### config.mk
export PLATFORM = sky130hd
export DESIGN_NAME = severity_edge_event_log
export DESIGN_NICKNAME = d
export VERILOG_FILES = /design/src/rtl/core/seel_pkg.sv /design/src/rtl/core/severity_edge_event_log.sv
export SDC_FILE = /design/constraint.sdc
export NUM_CORES = 2
export LEC_CHECK = 0
export ABC_AREA = 1
export BUFFER_PORTS_ARGS = -buffer_cell sky130_fd_sc_hd__buf_2
export CORE_UTILIZATION = 48
export DETAILED_ROUTE_END_ITERATION = 7
export HOLD_SLACK_MARGIN = 0.12
export PLACE_DENSITY = 0.67
export SLEW_MARGIN = 5
export SYNTH_ARGS = -nofsm -noshare
export SYNTH_HDL_FRONTEND = slang
export SYNTH_SLANG_ARGS = --single-unit
### constraint.sdc
create_clock -name clk -period 12.3 [get_ports clk]
set_input_delay 2.46 -clock clk [delete_from_list [all_inputs] [get_ports clk]]
set_output_delay 2.46 -clock clk [all_outputs]
set_load 0.01 [all_outputs]
### src/rtl/core/seel_pkg.sv
`timescale 1ns / 1ps

package seel_pkg;

  localparam int RING_DEPTH   = 64;
  localparam int DOMAIN_COUNT = 8;

  localparam int RING_AW  = (RING_DEPTH > 1) ? $clog2(RING_DEPTH) : 1;
  localparam int COUNT_W  = $clog2(RING_DEPTH + 1);
  localparam int IDX_W    = 6;
  localparam int CMP_W    = (COUNT_W > IDX_W) ? COUNT_W : IDX_W;
  localparam int DIDX_W   = (DOMAIN_COUNT > 1) ? $clog2(DOMAIN_COUNT) : 1;

  localparam logic [4:0] DOM_LIMIT = 5'(DOMAIN_COUNT);
  localparam logic [3:0] SEV_NONE  = 4'd0;

  typedef enum logic [1:0] {
    OP_UPDATE = 2'd0,
    OP_READ   = 2'd1,
    OP_CLEAR  = 2'd2
  } opcode_t;

  typedef logic [6:0] retained_t;

  typedef struct packed {
    opcode_t            opcode;
    logic [3:0]         domain;
    logic [3:0]         severity;
    logic [31:0]        time_sec;
    logic [IDX_W-1:0]   read_index;
  } in_t;

  typedef struct packed {
    logic               edge_recorded;
    logic               entry_valid;
    logic [31:0]        event_time;
    logic [2:0]         event_domain;
    logic [3:0]         event_from;
    logic [3:0]         event_to;
    retained_t          retained_count;
    logic [31:0]        total_events;
  } out_t;

  typedef struct packed {
    logic [31:0] time_sec;
    logic [3:0]  domain;
    logic [3:0]  from_level;
    logic [3:0]  to_level;
  } entry_t;

endpackage

### src/rtl/core/severity_edge_event_log.sv
`timescale 1ns / 1ps

// Channel  Direction  Beat type        Handshake
// in       input      seel_pkg::in_t   in_valid / in_ready
// out      output     seel_pkg::out_t  out_valid / out_ready
//
// One item per cycle sustained while the output is not stalled. An item
// waits in the holding stage, then moves to the output register; the ring
// memory read is registered, so every item passes one holding stage first.
// Synchronous reset (rst) and the clear opcode empty the log and domain table
// at once; ring contents are not cleared, the held count gates all reads.
// A stalled output holds the holding stage; input is taken while the output
// waits as long as the holding stage can move or is empty.

module severity_edge_event_log (
  input  logic            clk,
  input  logic            rst,
  input  logic            in_valid,
  output logic            in_ready,
  input  seel_pkg::in_t   in_data,
  output logic            out_valid,
  input  logic            out_ready,
  output seel_pkg::out_t  out_data
);

  localparam int AW     = seel_pkg::RING_AW;
  localparam int CW     = seel_pkg::COUNT_W;
  localparam int PW     = seel_pkg::CMP_W;
  localparam int DW     = seel_pkg::DIDX_W;
  localparam int DEPTH  = seel_pkg::RING_DEPTH;
  localparam int DCOUNT = seel_pkg::DOMAIN_COUNT;

  // domain table
  logic [DCOUNT-1:0] seen;
  logic [3:0]        last_level [DCOUNT];

  // ring memory
  seel_pkg::entry_t  ring_mem [DEPTH];
  seel_pkg::entry_t  ring_rdata;
  logic              ring_we;
  logic              ring_re;
  logic [AW-1:0]     ring_waddr;
  logic [AW-1:0]     ring_raddr;
  seel_pkg::entry_t  ring_wdata;

  // log pointers and counts
  logic [AW-1:0]     write_slot, write_slot_next;
  logic [CW-1:0]     held_count, held_count_next;
  logic [31:0]       event_total, event_total_next;

  // holding stage
  logic              b_valid;
  logic              b_edge;
  logic              b_entry;
  logic [CW-1:0]     b_held;
  logic [31:0]       b_total;

  logic              in_fire;
  logic              move;
  logic              dom_ok;
  logic [DW-1:0]     didx;
  logic              dom_seen;
  logic [3:0]        dom_level;
  logic              is_edge;
  logic              is_base;
  logic              do_clear;
  logic              rd_entry;
  logic [PW-1:0]     pos_wide;
  logic [AW-1:0]     pos;
  logic [AW-1:0]     oldest;
  logic [CW-1:0]     ws_ext;
  logic [AW:0]       slot_sum;

  assign move     = b_valid && (!out_valid || out_ready);
  assign in_ready = !b_valid || move;
  assign in_fire  = in_valid && in_ready;

  assign dom_ok    = {1'b0, in_data.domain} < seel_pkg::DOM_LIMIT;
  assign didx      = DW'(in_data.domain);
  assign dom_seen  = dom_ok && seen[didx];
  assign dom_level = dom_ok ? last_level[didx] : seel_pkg::SEV_NONE;

  // read address: oldest retained entry plus clamped position
  assign ws_ext = CW'(write_slot);
  always_comb begin
    if (PW'(in_data.read_index) >= PW'(held_count)) begin
      pos_wide = PW'(held_count) - PW'(1);
    end else begin
      pos_wide = PW'(in_data.read_index);
    end
    pos = AW'(pos_wide);
    if (ws_ext >= held_count) begin
      oldest = AW'(ws_ext - held_count);
    end else begin
      oldest = AW'(CW'(DEPTH) - held_count + ws_ext);
    end
    slot_sum = (AW+1)'(oldest) + (AW+1)'(pos);
    if (slot_sum >= (AW+1)'(DEPTH)) begin
      ring_raddr = AW'(slot_sum - (AW+1)'(DEPTH));
    end else begin
      ring_raddr = AW'(slot_sum);
    end
  end

  always_comb begin
    is_edge  = 1'b0;
    is_base  = 1'b0;
    do_clear = 1'b0;
    rd_entry = 1'b0;
    unique case (in_data.opcode)
      seel_pkg::OP_UPDATE: begin
        is_base = dom_ok && !dom_seen;
        is_edge = dom_seen && (in_data.severity != dom_level);
      end
      seel_pkg::OP_READ: begin
        rd_entry = held_count != '0;
      end
      seel_pkg::OP_CLEAR: begin
        do_clear = 1'b1;
      end
      default: begin
      end
    endcase
  end

  assign ring_we    = in_fire && is_edge;
  assign ring_re    = in_fire && rd_entry;
  assign ring_waddr = write_slot;
  assign ring_wdata = '{time_sec:   in_data.time_sec,
                        domain:     in_data.domain,
                        from_level: dom_level,
                        to_level:   in_data.severity};

  always_comb begin
    write_slot_next  = write_slot;
    held_count_next  = held_count;
    event_total_next = event_total;
    if (do_clear) begin
      write_slot_next  = '0;
      held_count_next  = '0;
      event_total_next = '0;
    end else if (is_edge) begin
      write_slot_next  = (write_slot == AW'(DEPTH - 1)) ? '0 : write_slot + AW'(1);
      held_count_next  = (held_count == CW'(DEPTH)) ? held_count : held_count + CW'(1);
      event_total_next = event_total + 32'd1;
    end
  end

  always_ff @(posedge clk) begin
    if (ring_we) begin
      ring_mem[ring_waddr] <= ring_wdata;
    end
    if (ring_re) begin
      ring_rdata <= ring_mem[ring_raddr];
    end
  end

  always_ff @(posedge clk) begin
    if (rst) begin
      seen        <= '0;
      write_slot  <= '0;
      held_count  <= '0;
      event_total <= '0;
    end else if (in_fire) begin
      write_slot  <= write_slot_next;
      held_count  <= held_count_next;
      event_total <= event_total_next;
      if (do_clear) begin
        seen <= '0;
      end else if (is_base) begin
        seen[didx] <= 1'b1;
      end
    end
  end

  always_ff @(posedge clk) begin
    if (in_fire && (is_base || is_edge)) begin
      last_level[didx] <= in_data.severity;
    end
  end

  always_ff @(posedge clk) begin
    if (rst) begin
      b_valid <= 1'b0;
    end else if (in_fire) begin
      b_valid <= 1'b1;
    end else if (move) begin
      b_valid <= 1'b0;
    end
  end

  always_ff @(posedge clk) begin
    if (in_fire) begin
      b_edge  <= is_edge;
      b_entry <= rd_entry;
      b_held  <= held_count_next;
      b_total <= event_total_next;
    end
  end

  always_ff @(posedge clk) begin
    if (rst) begin
      out_valid <= 1'b0;
    end else if (move) begin
      out_valid <= 1'b1;
    end else if (out_ready) begin
      out_valid <= 1'b0;
    end
  end

  always_ff @(posedge clk) begin
    if (move) begin
      out_data.edge_recorded  <= b_edge;
      out_data.entry_valid    <= b_entry;
      out_data.event_time     <= b_entry ? ring_rdata.time_sec : 32'd0;
      out_data.event_domain   <= b_entry ? ring_rdata.domain[2:0] : 3'd0;
      out_data.event_from     <= b_entry ? ring_rdata.from_level : 4'd0;
      out_data.event_to       <= b_entry ? ring_rdata.to_level : 4'd0;
      out_data.retained_count <= seel_pkg::retained_t'(b_held);
      out_data.total_events   <= b_total;
    end
  end

endmodule

==> results.txt <==
* Worst slew margin: -0.0396
- The detail route stage leaves a number of antenna-violating nets equal to 0.
- Top-Level Pins: 138
- The number of hold violations in the final report came to 0.
- The biggest area contributor in the post-synthesis netlist is sky130_fd_sc_hd__edfxtp_1.
* TritonCTS Buffers: 308
* Initial Utilization: 0.484
- Cts-stage hold buffer count: 0
- After synthesis the netlist holds a flip-flop and latch count of 3007.
- Register-to-register setup slack: 5.39 ns
- Number of instances in the synthesized netlist: between 8000 and 9000
- Post-route fraction of the period consumed by the critical path: 0.640
* Clock period minus final worst setup slack: 7.88 ns
- Worst skew pair latency: 0.96 ns
- Max_cap viols: 1
- Clock-pin slew was measured on the worst setup and hold paths at 0.06 ns.
- Final estimated routing congestion in global placement: 0.889
- The first global-routing pass estimated 474 mm of wire.
- Number of flops mapped to enable cells by yosys: 2952
* Failing checks: design-rule violations, max-capacitance violations, max-slew violations
- Worst ir drop on vdd: ~0.00026 V
* Maximum buffer depth of the clock tree: 4
- The final max-slew violation count came to 2.
- TritonCTS clock tree: done
* Run status: finished with violations
- Once placement finished, the instance area stood at ~120000 um^2.
- The detailed router finished its first iteration with 9693 violations.
* Number of levels in the clock H-tree: 5
- Critical path fanouts, max: 126
* DRC viols: 1
- Dividing the detail-routed via count by the number of cells gives between 6 and 7.
- After routing, the total negative slack on setup checks comes to 0 ns.
* Synth area leaders: sky130_fd_sc_hd__edfxtp_1 (74%), sky130_fd_sc_hd__mux2i_1 (5.8%), sky130_fd_sc_hd__o221ai_1 (5.1%), sky130_fd_sc_hd__o21ai_0 (3.3%), sky130_fd_sc_hd__nor2_1 (2.5%)
- In this run the critical register-to-register path is captured at ring_rdata[6]$_DFFE_PP_.
- The final route contains 72900 vias.
- In this run the tool buffered the top-level ports with 137 buffer cells.
- Wire length after detailed routing: 330 mm
- The cell area that synthesis handed to floorplanning was 119000 um^2.
- The most used flip-flop cell after synthesis is sky130_fd_sc_hd__edfxtp_1.
* Required arrival time at the worst endpoint: approximately 13 ns
- Counting the fill cells in the layout gives 19400.
* Cell Rows: between 150 and 200
* Global-route usage over all layers: 0.257
- Maximum number of pins on one net before global-route repair: 235
- Final net count: 8097
- Number of global-route vias before repair: 69700
- The startpoint identified for the worst register-to-register timing path is held_count[2]$_SDFFE_PP0P_.
- Pwr/cell area: between 200 and 250 nW/um^2
- Sequential fraction of the synthesis area: 0.752
- Critical path arrival: approximately 8.5 ns
* Synth top area share: 0.743
- Clock skew on the completed layout was measured at 0.0831 ns.
* Peak Freq: 127 MHz
- The critical path is of the primary input to flip-flop type.
- The worst hold path terminates at out_data[6]$_DFFE_PP_.
* Depth of the worst register-to-register path: 19
- Of the cells placed in the final design, the portion with a size suffix greater than 1 is 0.0951.
- In this run the most critical hold path is launched from b_total[6]$_DFFE_PP_.
- Post-detail-place hpwl: 163 mm
- In the final routed layout, each cell accounts on average for 28.6 um.
* Die area: about 250000 um^2
- The tree built by TritonCTS fans out to between 3000 and 4000 sinks.
- Most instantiated library cell after synthesis: sky130_fd_sc_hd__edfxtp_1
- Total power: 28.1 mW
- Setup fix buffers added after clock tree synthesis: 0
- Static power due to leakage: 44.4 nW
- For this run the aggregate overflow at the end of global routing stands at 0.
- Gates resized, CTS repair: 0
- Total core area: 246000 um^2
- Tightest Pin Transition: 1.54 ns
- Number of optimization iterations in the first detailed-route pass: 8
- Mapped Nets: slightly above 8000
* Total of endpoints with negative setup slack in the final report: 0
* Commonest cells post-synth: sky130_fd_sc_hd__edfxtp_1 (2952), sky130_fd_sc_hd__nor2_1 (797), sky130_fd_sc_hd__o21ai_0 (779)
- CTS Root Buffer Type: sky130_fd_sc_hd__clkbuf_16
- Signed area change from the synthesized netlist to the final layout: 11.6%
* Hold Path Stages: 0
- Min-delay worst type: flip-flop to flip-flop
- The number of antenna violations at the first check in global routing was 26.
- Startpoint type of the worst setup path: primary input
- Kind of end point of the critical path: flip-flop
* Setup repair after global routing missed its margin: no
- Die X-Extent: 500 um
* Average cell area after synthesis: 14.9 um^2
* Final standard cell area without fillers: 133000 um^2
* Count of cell types in the netlist: 45
* Share of synthesized flip-flops with an asynchronous set or reset: 0
* Synthesis Warnings: 0
* Die Span Y: 500 um
## logic make-up (layout without fill, tap and decap cells)
| group | count (synthesis) | in the layout | share of synthesized area |
|---|---|---|---|
| AOI/OAI and AO/OA | 1639 | 1639 | 0.0907 |
| xor gates and xnor gates | 43 | 43 | 0.00316 |
| adders and majority gates | 23 | 23 | 0.00254 |
| buffers and inverters | 791 | 1012 | 0.0272 |
| DFF | 3007 | 3007 | 0.752 |
| muxes | 688 | 688 | 0.0577 |
| other | 0 | 6 | 0 |
| and+or+nand+nor | 1819 | 1819 | 0.0662 |
## cells in the final DEF, fill, tap and decap left out, types with 25 or more instances in the layout
| cell type | n |
|---|---|
| sky130_fd_sc_hd__nor3_1 | 36 |
| sky130_fd_sc_hd__dfxtp_1 | 55 |
| sky130_fd_sc_hd__buf_2 | 137 |
| sky130_fd_sc_hd__buf_4 | 126 |
| sky130_fd_sc_hd__nand4_1 | 42 |
| sky130_fd_sc_hd__a21oi_1 | 149 |
| sky130_fd_sc_hd__nand2_1 | 334 |
| sky130_fd_sc_hd__clkbuf_1 | 67 |
| sky130_fd_sc_hd__edfxtp_1 | 2952 |
| sky130_fd_sc_hd__clkbuf_16 | 314 |
| sky130_fd_sc_hd__clkinv_2 | 32 |
| sky130_fd_sc_hd__and2_1 | 25 |
| sky130_fd_sc_hd__xor2_1 | 29 |
| sky130_fd_sc_hd__nand3_1 | 533 |
| sky130_fd_sc_hd__inv_1 | 195 |
| sky130_fd_sc_hd__bufinv_16 | 27 |
| sky130_fd_sc_hd__nor2_4 | 66 |
| sky130_fd_sc_hd__clkinv_1 | 63 |
| sky130_fd_sc_hd__nor2_1 | 733 |
| sky130_fd_sc_hd__o21ai_0 | 772 |
| sky130_fd_sc_hd__o221ai_1 | 688 |
| sky130_fd_sc_hd__mux2i_1 | 688 |
## per-layer routing
| layer | up-vias | global-route usage | part of all wire |
|---|---|---|---|
| met4 | 8 | 0.0814 | 0.030 |
| li1 | 31000 | - | - |
| met5 | - | 0 | 0.00014 |
| met2 | 4118 | 0.415 | 0.48 |
| met1 | 37100 | 0.352 | 0.40 |
| met3 | 620 | 0.0509 | 0.099 |
## sequential cells by signal, summed over array words and instances, names as in the netlist, 8 cells and up
name / flops
seen: 8
event_total: 32
last_level: 32
out_data: 84
b_total: 32
ring_mem: 2752
ring_rdata: 43
## final cells by class
class | instances | area [um^2] | area share
antenna | 6 | 15.0 | 0.000113
clock buffer | 384 | 8150 | 0.0612
timing repair buffer | 285 | 2070 | 0.0155
tap | 3312 | 4140 | 0.0311
multi-input combinational | 4212 | 26800 | 0.202
clock inverter | 135 | 1330 | 0.00998
sequential | 3007 | 89700 | 0.674
inverter | 208 | 808 | 0.00607
## worst max path at each step
| stage | cells after the start | end | slack [ns] | startpoint |
|---|---|---|---|---|
| 3_3_place_gp | 19 | ring_rdata[0]$_DFFE_PP_ | 3.38 | in_data[2] |
| 4_1_cts | 19 | ring_rdata[16]$_DFFE_PP_ | 4.56 | in_data[2] |
| 2_1_floorplan | 2 | out_data[0]$_DFFE_PP_ | 5.18 | out_ready |
| 6_report | 19 | ring_rdata[6]$_DFFE_PP_ | 4.42 | in_data[2] |
| 3_5_place_dp | 19 | ring_rdata[16]$_DFFE_PP_ | 3.65 | in_data[2] |
| 5_1_grt | 17 | ring_rdata[13]$_DFFE_PP_ | 4.20 | in_data[2] |
## worst max-delay path, cell delays in order
cell and delay (ns):
sky130_fd_sc_hd__buf_2 0.11, sky130_fd_sc_hd__ha_1 0.33, sky130_fd_sc_hd__a21oi_1 0.16, sky130_fd_sc_hd__o21ai_0 0.11, sky130_fd_sc_hd__nand4_1 0.09, sky130_fd_sc_hd__o211ai_1 0.31, sky130_fd_sc_hd__o21ai_0 0.44, sky130_fd_sc_hd__ha_4 0.20
sky130_fd_sc_hd__inv_1 0.05, sky130_fd_sc_hd__fa_4 0.52, sky130_fd_sc_hd__xnor2_2 0.15, sky130_fd_sc_hd__buf_4 0.17, sky130_fd_sc_hd__inv_8 0.39, sky130_fd_sc_hd__buf_12 0.68, sky130_fd_sc_hd__o221ai_1 0.26, sky130_fd_sc_hd__nand3_1 0.14
sky130_fd_sc_hd__a21oi_1 0.11, sky130_fd_sc_hd__o21ai_0 1.22, sky130_fd_sc_hd__nand2_1 0.12
## stage by stage
step | instances | utilization | setup WS, ns | hold WS [ns]
final | 11500 | 0.540 | 4.42 | 0.419
after global routing | 11500 | 0.540 | 4.20 | 0.432
after CTS | 11500 | 0.540 | 4.56 | 0.419
after detailed placement | 11000 | 0.502 | 3.65 | 0.405
after global placement | 11000 | 0.502 | 3.38 | 0.404
after floorplan | 8010 | - | 5.18 | 0.400
## where the power goes
group | internal [mW] | switching (mW) | total [mW] | leakage (nW)
registers | 11.4 | 0.0586 | 11.5 | 27.1
logic | 2.22 | 5.41 | 7.63 | 12.7
clock network | 5.23 | 3.74 | 8.97 | 4.60
Note: power is estimated with default switching activity, not from simulation.
